$ cat config.mk
export PLATFORM = sky130hd
export DESIGN_NAME = mixed_fraction_alu_flat
export DESIGN_NICKNAME = d
export VERILOG_FILES = /design/src/hdl/mfa_pkg.sv /design/src/hdl/mfa_req_if.sv /design/src/hdl/mfa_rsp_if.sv /design/src/hdl/mfa_mul.sv /design/src/hdl/mfa_div.sv /design/src/hdl/mixed_fraction_alu.sv /design/src/flat_wrapper.sv
export SDC_FILE = /design/constraint.sdc
export NUM_CORES = 2
export LEC_CHECK = 0
export BUFFER_PORTS_ARGS = -buffer_cell sky130_fd_sc_hd__buf_4
export CORE_UTILIZATION = 60
export CTS_BUF_LIST = sky130_fd_sc_hd__clkbuf_8
export CTS_CLUSTER_SIZE = 8
export DETAILED_ROUTE_END_ITERATION = 7
export PLACE_DENSITY = 0.76
export RECOVER_POWER = 100
export SYNTH_ARGS = -nofsm -noshare
export SYNTH_HDL_FRONTEND = slang
export SYNTH_HIERARCHICAL = 1
export SYNTH_SLANG_ARGS = --single-unit
$ cat constraint.sdc
create_clock -name clk -period 15.1 [get_ports clk]
set_clock_uncertainty 0.2 [all_clocks]
set_input_delay 2.265 -clock clk [delete_from_list [all_inputs] [get_ports clk]]
set_output_delay 2.265 -clock clk [all_outputs]
set_load 0.1 [all_outputs]
$ cat src/hdl/mfa_pkg.sv
// Shared types and constants of the mixed fraction ALU.
package mfa_pkg;

	localparam int WORD_BITS  = 64;
	localparam int CNT_BITS   = 7;
	localparam int WHOLE_BITS = 63;
	localparam int DEN_BITS   = 62;

	localparam logic [2:0] FN_ADD = 3'd0;
	localparam logic [2:0] FN_SUB = 3'd1;
	localparam logic [2:0] FN_MUL = 3'd2;
	localparam logic [2:0] FN_DIV = 3'd3;
	localparam logic [2:0] FN_CMP = 3'd4;

	localparam logic [1:0] ORD_LT = 2'd0;
	localparam logic [1:0] ORD_EQ = 2'd1;
	localparam logic [1:0] ORD_GT = 2'd2;

	typedef logic [WORD_BITS-1:0] word_t;

	typedef enum logic [3:0] {
		ST_IDLE,
		ST_LA,
		ST_LB,
		ST_M1,
		ST_M2,
		ST_M3,
		ST_PREP,
		ST_GCD,
		ST_RA,
		ST_RD,
		ST_QR,
		ST_OUT
	} state_t;

endpackage

$ cat src/hdl/mfa_req_if.sv
// Request channel: operation code and two mixed fraction operands.
interface mfa_req_if #(parameter int OPERAND_BITS = 16);
	logic                           valid;
	logic                           ready;
	logic [2:0]                     func;
	logic signed [OPERAND_BITS-1:0] a_whole;
	logic signed [OPERAND_BITS-1:0] a_num;
	logic signed [OPERAND_BITS-1:0] a_den;
	logic signed [OPERAND_BITS-1:0] b_whole;
	logic signed [OPERAND_BITS-1:0] b_num;
	logic signed [OPERAND_BITS-1:0] b_den;

	modport source (output valid, func, a_whole, a_num, a_den, b_whole, b_num, b_den,
		input ready);
	modport sink (input valid, func, a_whole, a_num, a_den, b_whole, b_num, b_den,
		output ready);
endinterface

$ cat src/hdl/mfa_rsp_if.sv
// Response channel: reduced mixed fraction, compare order and error flag.
interface mfa_rsp_if;
	logic               valid;
	logic               ready;
	logic signed [62:0] res_whole;
	logic signed [62:0] res_num;
	logic [61:0]        res_den;
	logic [1:0]         order;
	logic               div_error;

	modport source (output valid, res_whole, res_num, res_den, order, div_error,
		input ready);
	modport sink (input valid, res_whole, res_num, res_den, order, div_error,
		output ready);
endinterface

$ cat src/hdl/mfa_mul.sv
// Shift-add multiplier giving the low 64 bits of a 64 by 64 product.
module mfa_mul (
	input  logic          clk,
	input  logic          arst_n,
	input  logic          start,
	input  mfa_pkg::word_t a,
	input  mfa_pkg::word_t b,
	output logic          busy,
	output logic          done,
	output mfa_pkg::word_t p
);
	import mfa_pkg::*;

	word_t a_q, b_q, acc_q;
	logic  busy_q;

	// Run until the multiplier runs out of set bits
	always_ff @(posedge clk or negedge arst_n) begin
		if (!arst_n) begin
			busy_q <= 1'b0;
		end else if (start) begin
			busy_q <= 1'b1;
		end else if (busy_q && b_q == '0) begin
			busy_q <= 1'b0;
		end
	end

	// Add the shifted multiplicand for each set bit
	always_ff @(posedge clk) begin
		if (start) begin
			a_q   <= a;
			b_q   <= b;
			acc_q <= '0;
		end else if (busy_q && b_q != '0) begin
			if (b_q[0]) begin
				acc_q <= acc_q + a_q;
			end
			a_q <= {a_q[WORD_BITS-2:0], 1'b0};
			b_q <= {1'b0, b_q[WORD_BITS-1:1]};
		end
	end

	assign busy = busy_q;
	assign done = busy_q && b_q == '0;
	assign p    = acc_q;
endmodule

$ cat src/hdl/mfa_div.sv
// Restoring divider, one quotient bit per cycle, unsigned 64 by 64.
module mfa_div (
	input  logic          clk,
	input  logic          arst_n,
	input  logic          start,
	input  mfa_pkg::word_t n,
	input  mfa_pkg::word_t d,
	output logic          busy,
	output logic          done,
	output mfa_pkg::word_t q,
	output mfa_pkg::word_t r
);
	import mfa_pkg::*;

	word_t                 n_q, d_q, rem_q;
	logic [CNT_BITS-1:0]   cnt_q;
	logic                  busy_q;
	logic [WORD_BITS:0]    shifted, diff;
	logic                  last;

	assign shifted = {rem_q, n_q[WORD_BITS-1]};
	assign diff    = shifted - {1'b0, d_q};
	assign last    = cnt_q == CNT_BITS'(WORD_BITS);

	// Count the quotient bits
	always_ff @(posedge clk or negedge arst_n) begin
		if (!arst_n) begin
			busy_q <= 1'b0;
			cnt_q  <= '0;
		end else if (start) begin
			busy_q <= 1'b1;
			cnt_q  <= '0;
		end else if (busy_q) begin
			if (last) begin
				busy_q <= 1'b0;
			end else begin
				cnt_q <= cnt_q + 1'b1;
			end
		end
	end

	// Trial subtract and shift in one quotient bit
	always_ff @(posedge clk) begin
		if (start) begin
			n_q   <= n;
			d_q   <= d;
			rem_q <= '0;
		end else if (busy_q && !last) begin
			if (!diff[WORD_BITS]) begin
				rem_q <= diff[WORD_BITS-1:0];
				n_q   <= {n_q[WORD_BITS-2:0], 1'b1};
			end else begin
				rem_q <= shifted[WORD_BITS-1:0];
				n_q   <= {n_q[WORD_BITS-2:0], 1'b0};
			end
		end
	end

	assign busy = busy_q;
	assign done = busy_q && last;
	assign q    = n_q;
	assign r    = rem_q;
endmodule

$ cat src/hdl/mixed_fraction_alu.sv
// Mixed fraction ALU: add, subtract, multiply, divide, compare with reduction.
//
// Usage:
//   req (sink) takes func and two mixed fractions (whole, num, den); a zero
//   denominator counts as one. rsp (source) returns the reduced proper
//   result, the compare order and a divide-by-zero flag. One result per
//   request, in order. A transfer happens when valid and ready are high.
//
// Sequencing:
//   One request at a time; req.ready is high only while the block is idle.
//   Products come from a shift-add multiplier that steps through the bits of
//   its second operand up to the highest set bit. Two to five products are
//   formed per request. Reduction runs Euclid's GCD on a restoring divider,
//   one remainder per step, followed by three more divisions. Latency is
//   data dependent.
//
// Reset: arst_n clears the sequencer to idle; no result is pending.
// Stall: a finished result is held on rsp until rsp.ready is seen; no new
//   request is taken until then.
module mixed_fraction_alu #(
	parameter int OPERAND_BITS = 16
) (
	input logic      clk,
	input logic      arst_n,
	mfa_req_if.sink  req,
	mfa_rsp_if.source rsp
);
	import mfa_pkg::*;

	state_t state_q, state_d;
	logic   go_q, go_d;

	logic [2:0] func_q;
	word_t wa_q, wb_q, n1_q, d1_q, n2_q, d2_q, t_q, num_q, den_q;
	word_t an_q, dd_q, ga_q, gb_q;
	logic  neg_q;

	logic signed [WHOLE_BITS-1:0] res_whole_q, res_num_q;
	logic [DEN_BITS-1:0]          res_den_q;
	logic [1:0]                   order_q;
	logic                         div_error_q;

	logic  mul_start, mul_busy, mul_done;
	word_t mul_a, mul_b, mul_p;
	logic  div_start, div_busy, div_done;
	word_t div_n, div_d, div_q, div_r;

	word_t load_sum, diff, num_mag, q_signed, r_signed;
	word_t a_whole_x, a_num_x, a_den_x, b_whole_x, b_num_x, b_den_x;
	logic  req_xfer, rsp_xfer;

	// Sign-extend the operand fields to the working width
	assign a_whole_x = WORD_BITS'(req.a_whole);
	assign a_num_x   = WORD_BITS'(req.a_num);
	assign a_den_x   = WORD_BITS'(req.a_den);
	assign b_whole_x = WORD_BITS'(req.b_whole);
	assign b_num_x   = WORD_BITS'(req.b_num);
	assign b_den_x   = WORD_BITS'(req.b_den);

	assign req_xfer = req.valid && req.ready;
	assign rsp_xfer = rsp.valid && rsp.ready;

	assign load_sum = mul_p + ((state_q == ST_LA) ? n1_q : n2_q);
	assign diff     = t_q - mul_p;
	assign num_mag  = num_q[WORD_BITS-1] ? -num_q : num_q;
	assign q_signed = neg_q ? -div_q : div_q;
	assign r_signed = neg_q ? -div_r : div_r;

	mfa_mul u_mul (
		.clk    (clk),
		.arst_n (arst_n),
		.start  (mul_start),
		.a      (mul_a),
		.b      (mul_b),
		.busy   (mul_busy),
		.done   (mul_done),
		.p      (mul_p)
	);

	mfa_div u_div (
		.clk    (clk),
		.arst_n (arst_n),
		.start  (div_start),
		.n      (div_n),
		.d      (div_d),
		.busy   (div_busy),
		.done   (div_done),
		.q      (div_q),
		.r      (div_r)
	);

	// Select operands of the shared units by step
	always_comb begin
		mul_a = d1_q;
		mul_b = d2_q;
		div_n = an_q;
		div_d = ga_q;
		case (state_q)
			ST_LA: begin
				mul_a = wa_q;
				mul_b = d1_q;
			end
			ST_LB: begin
				mul_a = wb_q;
				mul_b = d2_q;
			end
			ST_M1: begin
				mul_a = n1_q;
				mul_b = (func_q == FN_MUL) ? n2_q : d2_q;
			end
			ST_M2: begin
				if (func_q == FN_MUL) begin
					mul_a = d1_q;
					mul_b = d2_q;
				end else if (func_q == FN_DIV) begin
					mul_a = d1_q;
					mul_b = n2_q;
				end else begin
					mul_a = n2_q;
					mul_b = d1_q;
				end
			end
			ST_GCD: begin
				div_n = ga_q;
				div_d = gb_q;
			end
			ST_RD: begin
				div_n = dd_q;
				div_d = ga_q;
			end
			ST_QR: begin
				div_n = an_q;
				div_d = dd_q;
			end
			default: ;
		endcase
	end

	// Hold the sequencer state
	always_ff @(posedge clk or negedge arst_n) begin
		if (!arst_n) begin
			state_q <= ST_IDLE;
			go_q    <= 1'b0;
		end else begin
			state_q <= state_d;
			go_q    <= go_d;
		end
	end

	// Advance through the steps, issuing one unit operation at a time
	always_comb begin
		state_d   = state_q;
		go_d      = go_q;
		mul_start = 1'b0;
		div_start = 1'b0;
		unique case (state_q)
			ST_IDLE: begin
				if (req.valid) begin
					state_d = ST_LA;
				end
			end
			ST_LA, ST_LB, ST_M1, ST_M2, ST_M3: begin
				if (!go_q) begin
					mul_start = 1'b1;
					go_d      = 1'b1;
				end else if (mul_done) begin
					go_d = 1'b0;
					unique case (state_q)
						ST_LA: state_d = ST_LB;
						ST_LB: begin
							if (func_q > FN_CMP ||
								(func_q == FN_DIV && load_sum == '0)) begin
								state_d = ST_OUT;
							end else begin
								state_d = ST_M1;
							end
						end
						ST_M1: state_d = ST_M2;
						ST_M2: begin
							if (func_q == FN_CMP) begin
								state_d = ST_OUT;
							end else if (func_q == FN_ADD || func_q == FN_SUB) begin
								state_d = ST_M3;
							end else begin
								state_d = ST_PREP;
							end
						end
						default: state_d = ST_PREP;
					endcase
				end
			end
			ST_PREP: begin
				state_d = (num_q == '0) ? ST_OUT : ST_GCD;
			end
			ST_GCD: begin
				if (!go_q) begin
					if (gb_q == '0) begin
						state_d = ST_RA;
					end else begin
						div_start = 1'b1;
						go_d      = 1'b1;
					end
				end else if (div_done) begin
					go_d = 1'b0;
				end
			end
			ST_RA, ST_RD, ST_QR: begin
				if (!go_q) begin
					div_start = 1'b1;
					go_d      = 1'b1;
				end else if (div_done) begin
					go_d = 1'b0;
					unique case (state_q)
						ST_RA:   state_d = ST_RD;
						ST_RD:   state_d = ST_QR;
						default: state_d = ST_OUT;
					endcase
				end
			end
			ST_OUT: begin
				if (rsp.ready) begin
					state_d = ST_IDLE;
				end
			end
			default: state_d = ST_IDLE;
		endcase
	end

	// Working registers and result
	always_ff @(posedge clk) begin
		if (req_xfer) begin
			func_q      <= req.func;
			wa_q        <= a_whole_x;
			wb_q        <= b_whole_x;
			n1_q        <= a_num_x;
			n2_q        <= b_num_x;
			d1_q        <= (a_den_x == '0) ? WORD_BITS'(1) : a_den_x;
			d2_q        <= (b_den_x == '0) ? WORD_BITS'(1) : b_den_x;
			res_whole_q <= '0;
			res_num_q   <= '0;
			res_den_q   <= DEN_BITS'(1);
			order_q     <= ORD_LT;
			div_error_q <= 1'b0;
		end
		case (state_q)
			ST_LA: begin
				if (go_q && mul_done) begin
					if (d1_q[WORD_BITS-1]) begin
						n1_q <= -load_sum;
						d1_q <= -d1_q;
					end else begin
						n1_q <= load_sum;
					end
				end
			end
			ST_LB: begin
				if (go_q && mul_done) begin
					if (d2_q[WORD_BITS-1]) begin
						n2_q <= -load_sum;
						d2_q <= -d2_q;
					end else begin
						n2_q <= load_sum;
					end
					if (func_q == FN_DIV && load_sum == '0) begin
						div_error_q <= 1'b1;
					end
				end
			end
			ST_M1: begin
				if (go_q && mul_done) begin
					t_q <= mul_p;
				end
			end
			ST_M2: begin
				if (go_q && mul_done) begin
					case (func_q)
						FN_ADD: num_q <= t_q + mul_p;
						FN_MUL: begin
							num_q <= t_q;
							den_q <= mul_p;
						end
						FN_DIV: begin
							num_q <= mul_p[WORD_BITS-1] ? -t_q : t_q;
							den_q <= mul_p[WORD_BITS-1] ? -mul_p : mul_p;
						end
						default: num_q <= diff;
					endcase
					if (func_q == FN_CMP) begin
						if (diff == '0) begin
							order_q <= ORD_EQ;
						end else if (diff[WORD_BITS-1]) begin
							order_q <= ORD_LT;
						end else begin
							order_q <= ORD_GT;
						end
					end
				end
			end
			ST_M3: begin
				if (go_q && mul_done) begin
					den_q <= mul_p;
				end
			end
			ST_PREP: begin
				neg_q <= num_q[WORD_BITS-1];
				an_q  <= num_mag;
				ga_q  <= num_mag;
				dd_q  <= (den_q == '0) ? WORD_BITS'(1) : den_q;
				gb_q  <= (den_q == '0) ? WORD_BITS'(1) : den_q;
			end
			ST_GCD: begin
				if (go_q && div_done) begin
					ga_q <= gb_q;
					gb_q <= div_r;
				end
			end
			ST_RA: begin
				if (go_q && div_done) begin
					an_q <= div_q;
				end
			end
			ST_RD: begin
				if (go_q && div_done) begin
					dd_q <= div_q;
				end
			end
			ST_QR: begin
				if (go_q && div_done) begin
					res_whole_q <= q_signed[WHOLE_BITS-1:0];
					res_num_q   <= r_signed[WHOLE_BITS-1:0];
					res_den_q   <= dd_q[DEN_BITS-1:0];
				end
			end
			default: ;
		endcase
	end

	assign req.ready     = state_q == ST_IDLE;
	assign rsp.valid     = state_q == ST_OUT;
	assign rsp.res_whole = res_whole_q;
	assign rsp.res_num   = res_num_q;
	assign rsp.res_den   = res_den_q;
	assign rsp.order     = order_q;
	assign rsp.div_error = div_error_q;

	// Never take a request while a result is pending
	assert property (@(posedge clk) disable iff (!arst_n)
		!(req.ready && rsp.valid))
		else $error("request taken while result pending");

	// The shared units are started only when free
	assert property (@(posedge clk) disable iff (!arst_n)
		(mul_start |-> !mul_busy) and (div_start |-> !div_busy))
		else $error("shared unit restarted while busy");

	// A divide error comes with a zero result
	assert property (@(posedge clk) disable iff (!arst_n)
		(rsp.valid && rsp.div_error) |-> (rsp.res_num == '0 && rsp.res_den == DEN_BITS'(1)
			&& rsp.res_whole == '0))
		else $error("divide error with nonzero result");

	// A transfer on rsp returns the sequencer to idle
	assert property (@(posedge clk) disable iff (!arst_n)
		rsp_xfer |=> state_q == ST_IDLE)
		else $error("sequencer not idle after result transfer");
endmodule

$ cat src/flat_wrapper.sv
// flat-port wrapper written by rule: the top's interface ports become plain ports
module mixed_fraction_alu_flat import mfa_pkg::*;
#(
	parameter int OPERAND_BITS = 16
)
  (clk, arst_n, req_valid, req_func, req_a_whole, req_a_num, req_a_den, req_b_whole, req_b_num, req_b_den, req_ready, rsp_valid, rsp_res_whole, rsp_res_num, rsp_res_den, rsp_order, rsp_div_error, rsp_ready);
  mfa_req_if #(.OPERAND_BITS(OPERAND_BITS)) req_i ();
  mfa_rsp_if rsp_i ();
  input logic clk;
  input logic arst_n;
  input wire logic [$bits(req_i.valid)-1:0] req_valid;
  input wire logic [$bits(req_i.func)-1:0] req_func;
  input wire logic [$bits(req_i.a_whole)-1:0] req_a_whole;
  input wire logic [$bits(req_i.a_num)-1:0] req_a_num;
  input wire logic [$bits(req_i.a_den)-1:0] req_a_den;
  input wire logic [$bits(req_i.b_whole)-1:0] req_b_whole;
  input wire logic [$bits(req_i.b_num)-1:0] req_b_num;
  input wire logic [$bits(req_i.b_den)-1:0] req_b_den;
  output wire logic [$bits(req_i.ready)-1:0] req_ready;
  output wire logic [$bits(rsp_i.valid)-1:0] rsp_valid;
  output wire logic [$bits(rsp_i.res_whole)-1:0] rsp_res_whole;
  output wire logic [$bits(rsp_i.res_num)-1:0] rsp_res_num;
  output wire logic [$bits(rsp_i.res_den)-1:0] rsp_res_den;
  output wire logic [$bits(rsp_i.order)-1:0] rsp_order;
  output wire logic [$bits(rsp_i.div_error)-1:0] rsp_div_error;
  input wire logic [$bits(rsp_i.ready)-1:0] rsp_ready;
  assign req_i.valid = req_valid;
  assign req_i.func = req_func;
  assign req_i.a_whole = req_a_whole;
  assign req_i.a_num = req_a_num;
  assign req_i.a_den = req_a_den;
  assign req_i.b_whole = req_b_whole;
  assign req_i.b_num = req_b_num;
  assign req_i.b_den = req_b_den;
  assign req_ready = req_i.ready;
  assign rsp_valid = rsp_i.valid;
  assign rsp_res_whole = rsp_i.res_whole;
  assign rsp_res_num = rsp_i.res_num;
  assign rsp_res_den = rsp_i.res_den;
  assign rsp_order = rsp_i.order;
  assign rsp_div_error = rsp_i.div_error;
  assign rsp_i.ready = rsp_ready;
  mixed_fraction_alu #(.OPERAND_BITS(OPERAND_BITS)) u_core (.clk(clk), .arst_n(arst_n), .req(req_i), .rsp(rsp_i));
endmodule
== Yosys cells after proc, flatten, opt, wreduce, memory -nomap -nowiden ==
Cells that the tools add are included.
Operators by class
  multipliers: 0
  mux-type cells: 107
  order comparisons: 1
  add/sub/neg operators: 14
  divide/modulo/power cells: 0
  shifts and indexed selects: 0
  equal/unequal tests: 31
  bitwise operators: 0
  reduce and logical (&&, ||, !) cells: 42
Operators with widths (number)
  $mux W64: 40
  $pmux W64 S2: 8
  $logic_not A64 Y1: 8
  $mux W63: 8
  $neg A64 Y64: 6
  $pmux W64 S3: 2
  $pmux W64 S4: 1
  $add A64 B64 Y64: 3
  $mux W62: 3
  $neg A63 Y63: 2
  $sub A65 B64 Y65: 1
  $reduce_bool A64 Y1: 1
  $sub A64 B64 Y64: 1
  $mux W4: 11
  $ne A2 B1 Y1 const B: 12
  $pmux W4 S6: 1
  $mux W7: 3
  $mux W1: 19
  $eq A4 B3 Y1 const B: 4
  $eq A4 B4 Y1 const B: 4
  $pmux W4 S4: 1
  $reduce_bool A2 Y1: 8
  $mux W2: 7
  $reduce_and A2 Y1: 7
  other kinds (23): 34
Word-level totals
  latch bits: 0
  bits of input ports: 103
  register bits: 1329
  output and inout port bits: 193
  logic and storage cells: 226
  memories: 0
  bits in read-only memories: 0
  bits in writable memories: 0

== Logic depth before layout (Yosys ltp) ==
  word-level depth: 11
  mapped depth: 23

== By module ==
Netlist, hierarchy kept.
By module, submodules not included
  mixed_fraction_alu: cells each 7852, seq. area each 23627.7 um2, area an instance 64319.2 um2, instances 1
  mfa_div: cells each 1292, seq. area each 5325.1 um2, area an instance 12121.6 um2, instances 1
  mfa_mul: cells each 1099, seq. area each 5149.9 um2, area an instance 11556.1 um2, instances 1

== Worst setup path before layout ==
OpenSTA, ideal clock, no wires.
  kind: reg2reg
  from: register u_core.state_q[0]
  to: register u_core.ga_q[0] (enable)
  cell stages (with the launch flop): 8
  arrival: 10314 ps
  setup slack: 3794 ps
  clock period less this slack: 11306 ps
  path through: dfrtp_1 clkbuf_1 and2_0 clkbuf_1 nand2_1 clkbuf_1 clkbuf_1 o21ai_0
Between the ends
  longest elaborated chain between the ends: 3
  elaborated cells on any way between the ends: 5
  those cells by class: eq/ne: 3; reduce/logical: 2
Ends and longest elaborated chain
  start: declaration: RTL line mixed_fraction_alu.sv:30  | state_t state_q, state_d;
  start signal: assignment: RTL line mixed_fraction_alu.sv:145  | state_q <= state_d;
  $eq A4 B3 Y1: RTL line mixed_fraction_alu.sv:245  | case (state_q)
  $ne A2 B1 Y1 (no line) / $reduce_bool A2 Y1 (equally long branches)
  $reduce_and A2 Y1 (no line) *
  end signal: assignment: RTL line mixed_fraction_alu.sv:307  | ga_q <= num_mag;
  end signal: assignment: RTL line mixed_fraction_alu.sv:313  | ga_q <= gb_q;
  end: declaration: RTL line mixed_fraction_alu.sv:35  | word_t an_q, dd_q, ga_q, gb_q;
Every way passes the cells marked *; elsewhere a longest branch is shown, timed or not.
A chain may end at the register's enable or synchronous reset.

== Final worst setup path ==
  from: register u_core.state_q[0]
  to: register u_core.state_q[3]
Between the ends
  longest elaborated chain between the ends: 11
  elaborated cells on any way between the ends: 33
  those cells by class: add/sub: 1; eq/ne: 19; mux: 6; reduce/logical: 7
Ends and longest elaborated chain
  $eq A4 B1 Y1: RTL line mixed_fraction_alu.sv:63, mixed_fraction_alu.sv:156, mixed_fraction_alu.sv:168
  $mux W64: RTL line mixed_fraction_alu.sv:63  | assign load_sum = mul_p + ((state_q == ST_LA) ? n1_q : n2_q);
  $add A64 B64 Y64: RTL line mixed_fraction_alu.sv:63
  $logic_not A64 Y1: RTL line mixed_fraction_alu.sv:172  | (func_q == FN_DIV && load_sum == '0)) begin
  $logic_and A1 B1 Y1: RTL line mixed_fraction_alu.sv:172
  $logic_or A1 B1 Y1: RTL line mixed_fraction_alu.sv:171  | if (func_q > FN_CMP ||
  $mux W4: RTL line mixed_fraction_alu.sv:171
  $pmux W4 S4: RTL line mixed_fraction_alu.sv:168  | unique case (state_q)
  $mux W4: RTL line mixed_fraction_alu.sv:166  | end else if (mul_done) begin
  $mux W4: RTL line mixed_fraction_alu.sv:163  | if (!go_q) begin
  $pmux W4 S6: RTL line mixed_fraction_alu.sv:156  | unique case (state_q)
Parallel ways exist; a longest one is shown, timed or not. The select of a mux whose other input is x is not followed.

==> summary.txt <==
Antenna violations before repair -> 12
Post-cts hold buffer count -> 0
First-pass GRT wire length -> 481000 um
Number of sinks handled by clock tree synthesis -> 1329
Cell-by-cell trace of the critical path -> nand2b_1 -> nor3_2 -> clkbuf_1 -> clkbuf_1 -> mux2_2 -> ha_1 -> fa_1 -> a211oi_1 -> o21ai_0 -> and3_1 -> or3_1 -> a222oi_1 -> nand4_1 -> or4b_4 -> nor3_1 -> nand4_1 -> nor4_1 -> nand3_1 -> a222oi_1
Flip-flop cell with the highest count after synthesis -> sky130_fd_sc_hd__edfxtp_1
Max transition margin -> -4.33
Worst voltage drop across the vdd grid -> 0.144 mV
Pin count of the biggest net entering global routing -> 150
Number of enable flip-flop cells after synthesis -> 742
Violated checks -> design-rule violations, max-capacitance violations, max-slew violations
Clock tree root driver cell -> sky130_fd_sc_hd__clkbuf_8
Detailed Place HPWL -> 239000 um
Category of the worst setup path capture point -> flop
Measured slew at the worst slew-check pin -> 8000 ps
RD Place Congestion -> 1.06
Final-stage net count -> 10700
Startpoint class of the critical path -> flop
Final hold viol count -> 0
Die area -> 148000 sq um
Power density of the placed cells -> 257 nW/um^2
Dominant cell by count in the synthesized netlist -> sky130_fd_sc_hd__nand2_1
Final setup violation count -> 0
Filler cells -> 12000
Cell Area, Synth -> 88000 sq um
Reg2reg path depth -> 19
Ratio of final minimum period to clock period -> 0.824
Width of the die -> 385 um
Share of Yosys cell area claimed by the top area cell type -> 0.253
Clock insertion delay at the later pin of the skew report -> 1010 ps
Synthesized Nets -> 10700
Clock tree from TritonCTS -> done
Sum of negative setup slack -> 0 ps
Most area-hungry cell type in the Yosys netlist -> sky130_fd_sc_hd__edfxtp_1
Sequential element share of the synthesized area -> 0.388
Worst stage delay on the critical path -> 2030 ps
Synthesis Warnings -> 6
Area overhead of the layout relative to synthesis -> 7.56%
Fraction of registers with async set or reset after synthesis -> 0.0105
Number of register bits inferred by synthesis -> 1329
Number of vias per cell -> 6.86
TritonCTS buffer count -> 217
Area taken by flip-flops and latches -> 34100 sq um
Core area -> 146000 sq um
Cells after synthesis -> 10200
Category of the most critical setup path -> reg2reg
Global-route usage over all layers -> 0.421
Number of buffers on the longest clock path -> 3
Leakage dissipation -> 0.0366 uW
Top achievable clock speed -> 80.4 MHz
Total wire length -> 324000 um
Peak fanout along the critical path -> 50
Post-cts gate resize count -> 0
Average cell area after synthesis -> 8.59 sq um
Number of DRC markers after the initial detailed-route iteration -> 11800
Deepest level of the CTS H-tree -> 4
Hold Crit Class -> reg2reg
Via count -> 84800
Overflow left after global routing -> 0
Buffers inserted during post-CTS setup optimization -> 0
Wire length per cell after detailed routing -> 26.2 um
Run status -> finished with violations
Area of combinational cells with multiple inputs -> 50200 sq um
Commonest cells in the netlist -> sky130_fd_sc_hd__nand2_1, sky130_fd_sc_hd__a21oi_1, sky130_fd_sc_hd__edfxtp_1, sky130_fd_sc_hd__nor2_1, sky130_fd_sc_hd__o21ai_0
Port Buffers -> 295
Unrepaired setup endpoints after global routing -> false
Required time worst endpoint -> 15700 ps
Final Slew Violations -> 3407
Count of boundary I/O pins -> 296
Final core utilization -> 0.650
Clock transition at the register clock pins on the worst setup and hold paths after CTS -> 60 ps
Hold depth -> 1
Height of the die -> 385 um
Total number of placement rows -> 140
Starting Density -> 0.605
Count of TritonRoute iterations in the first routing pass -> 8
Minimum clock period after layout -> 12440 ps
Number of placed instances, taps included -> 11900
Number of antenna-violating nets in the routed design -> 0
Share of post-route cells with drive strength above 1 -> 0.0864
Non-filler cells in the finished layout -> 12400
Number of global-route vias before repair -> 79800
Number of max-capacitance violations reported -> 68
Detailed-route DRC error count -> 40
Number of distinct library cells after synthesis -> 118
Library cell contributing the largest single delay on the critical path -> sky130_fd_sc_hd__clkbuf_1
Data arrival time of the worst path -> 13040 ps
Biggest area contributors in the synthesized netlist -> sky130_fd_sc_hd__edfxtp_1, sky130_fd_sc_hd__dfxtp_1, sky130_fd_sc_hd__nand2_1, sky130_fd_sc_hd__a21oi_1, sky130_fd_sc_hd__ha_1
Post-Route Hold Slack -> 241 ps
## final cells by class
class | count | area share
Sequential cell | 1329 | 0.360
Clock buffer | 245 | 0.0356
Clock inverter | 166 | 0.0120
Tap cell | 1917 | 0.0253
Multi-Input combinational cell | 7950 | 0.531
Inverter | 309 | 0.0123
Timing Repair Buffer | 432 | 0.0235
Antenna cell | 7 | 0.000185
## layer usage
metal	vias up	track usage	routed length, um
li1	37900	-	-
met1	40000	0.528	121000
met2	5783	0.672	145000
met3	1111	0.0735	33400
met4	8	0.265	23300
met5	-	0	46
## registers in the layout, indices dropped and copies added, names as in the netlist, 7 cells and up
register              count
u_core/rsp.res_den       62
u_core/n1_q              64
u_core/u_mul/a_q         64
u_core/rsp.res_num       63
u_core/den_q             64
u_core/an_q              64
u_core/rsp.res_whole     63
u_core/u_div/q           64
u_core/ga_q              64
u_core/u_div/d_q         64
u_core/wb_q              16
u_core/n2_q              64
u_core/u_div/r           64
u_core/wa_q              16
u_core/gb_q              64
u_core/u_mul/b_q         64
u_core/num_q             64
u_core/dd_q              64
u_core/d1_q              64
u_core/d2_q              64
u_core/t_q               64
u_core/u_div/cnt_q        7
u_core/u_mul/p           64
## power by group
| group | internal, uW | switching [uW] |
|---|---|---|
| clock | 1680 | 1570 |
| sequential | 5460 | 1700 |
| combinational | 4850 | 9120 |
| total | 12000 | 12400 |
## cells by family after synthesis
kind of cell,count (synthesis),synth area share
compound gates,3042,0.224
xor+xnor,617,0.0614
fa+ha+maj,338,0.0485
buf+inv,964,0.0428
flops,1329,0.388
mux,392,0.0491
simple gates,3561,0.186
## cells in the final DEF (no fill, tap or decap), types with 50 or more instances in the layout
cell type	instances
sky130_fd_sc_hd__nand2_1	1547
sky130_fd_sc_hd__a21oi_1	924
sky130_fd_sc_hd__edfxtp_1	742
sky130_fd_sc_hd__nor2_1	720
sky130_fd_sc_hd__o21ai_0	674
sky130_fd_sc_hd__dfxtp_1	571
sky130_fd_sc_hd__inv_1	414
sky130_fd_sc_hd__ha_1	333
sky130_fd_sc_hd__mux2_2	317
sky130_fd_sc_hd__xnor2_1	309
sky130_fd_sc_hd__xor2_1	308
sky130_fd_sc_hd__clkbuf_1	274
sky130_fd_sc_hd__clkbuf_8	245
sky130_fd_sc_hd__nor3_1	215
sky130_fd_sc_hd__nand3_1	214
sky130_fd_sc_hd__a22oi_1	187
sky130_fd_sc_hd__nor4_1	147
sky130_fd_sc_hd__a21o_1	138
sky130_fd_sc_hd__or3_1	124
sky130_fd_sc_hd__nand4_1	124
sky130_fd_sc_hd__buf_4	123
sky130_fd_sc_hd__o31ai_1	109
sky130_fd_sc_hd__a31oi_1	101
sky130_fd_sc_hd__a311oi_1	99
sky130_fd_sc_hd__a222oi_1	82
sky130_fd_sc_hd__a22o_1	76
sky130_fd_sc_hd__mux2i_1	73
sky130_fd_sc_hd__o21bai_1	68
sky130_fd_sc_hd__o22ai_1	61
sky130_fd_sc_hd__nand2b_1	60
sky130_fd_sc_hd__or4_1	60
sky130_fd_sc_hd__and2_1	54
sky130_fd_sc_hd__nor2b_1	52
sky130_fd_sc_hd__o211ai_1	50
sky130_fd_sc_hd__a211oi_1	50
## worst paths after layout
| kind | start | endpoint | slack (ps) |
|---|---|---|---|
| worst min register to register | u_core/dd_q[19] | u_core/rsp.res_den[19] | 240 |
| worst min-delay path | u_core/dd_q[19] | u_core/rsp.res_den[19] | 240 |
| min in group asynchronous | arst_n | u_core/u_div/cnt_q[6] | 1350 |
| max in group asynchronous | arst_n | u_core/u_mul/busy | 12490 |
| worst max-delay path | u_core/state_q[0] | u_core/state_q[3] | 2660 |
| worst max register to register | u_core/state_q[0] | u_core/state_q[3] | 2660 |
## stage by stage
stage	setup WS, ps	area [sq um]	power, uW
4_1_cts	5480	95900	23800
3_3_place_gp	5680	91400	20300
5_1_grt	2450	94600	25600
2_1_floorplan	3790	88000	16600
3_5_place_dp	5510	91400	20500
6_report	2660	94700	24400
## critical path: cells and delay by family (launching register included)
| family | cells | cell delay (ps) |
|---|---|---|
| simple gates | 10 | 5060 |
| flops | 1 | 700 |
| fa+ha+maj | 2 | 750 |
| buf+inv | 2 | 3370 |
| mux | 1 | 470 |
| compound gates | 4 | 1690 |
No activity file was read; power rests on OpenSTA's default activity.
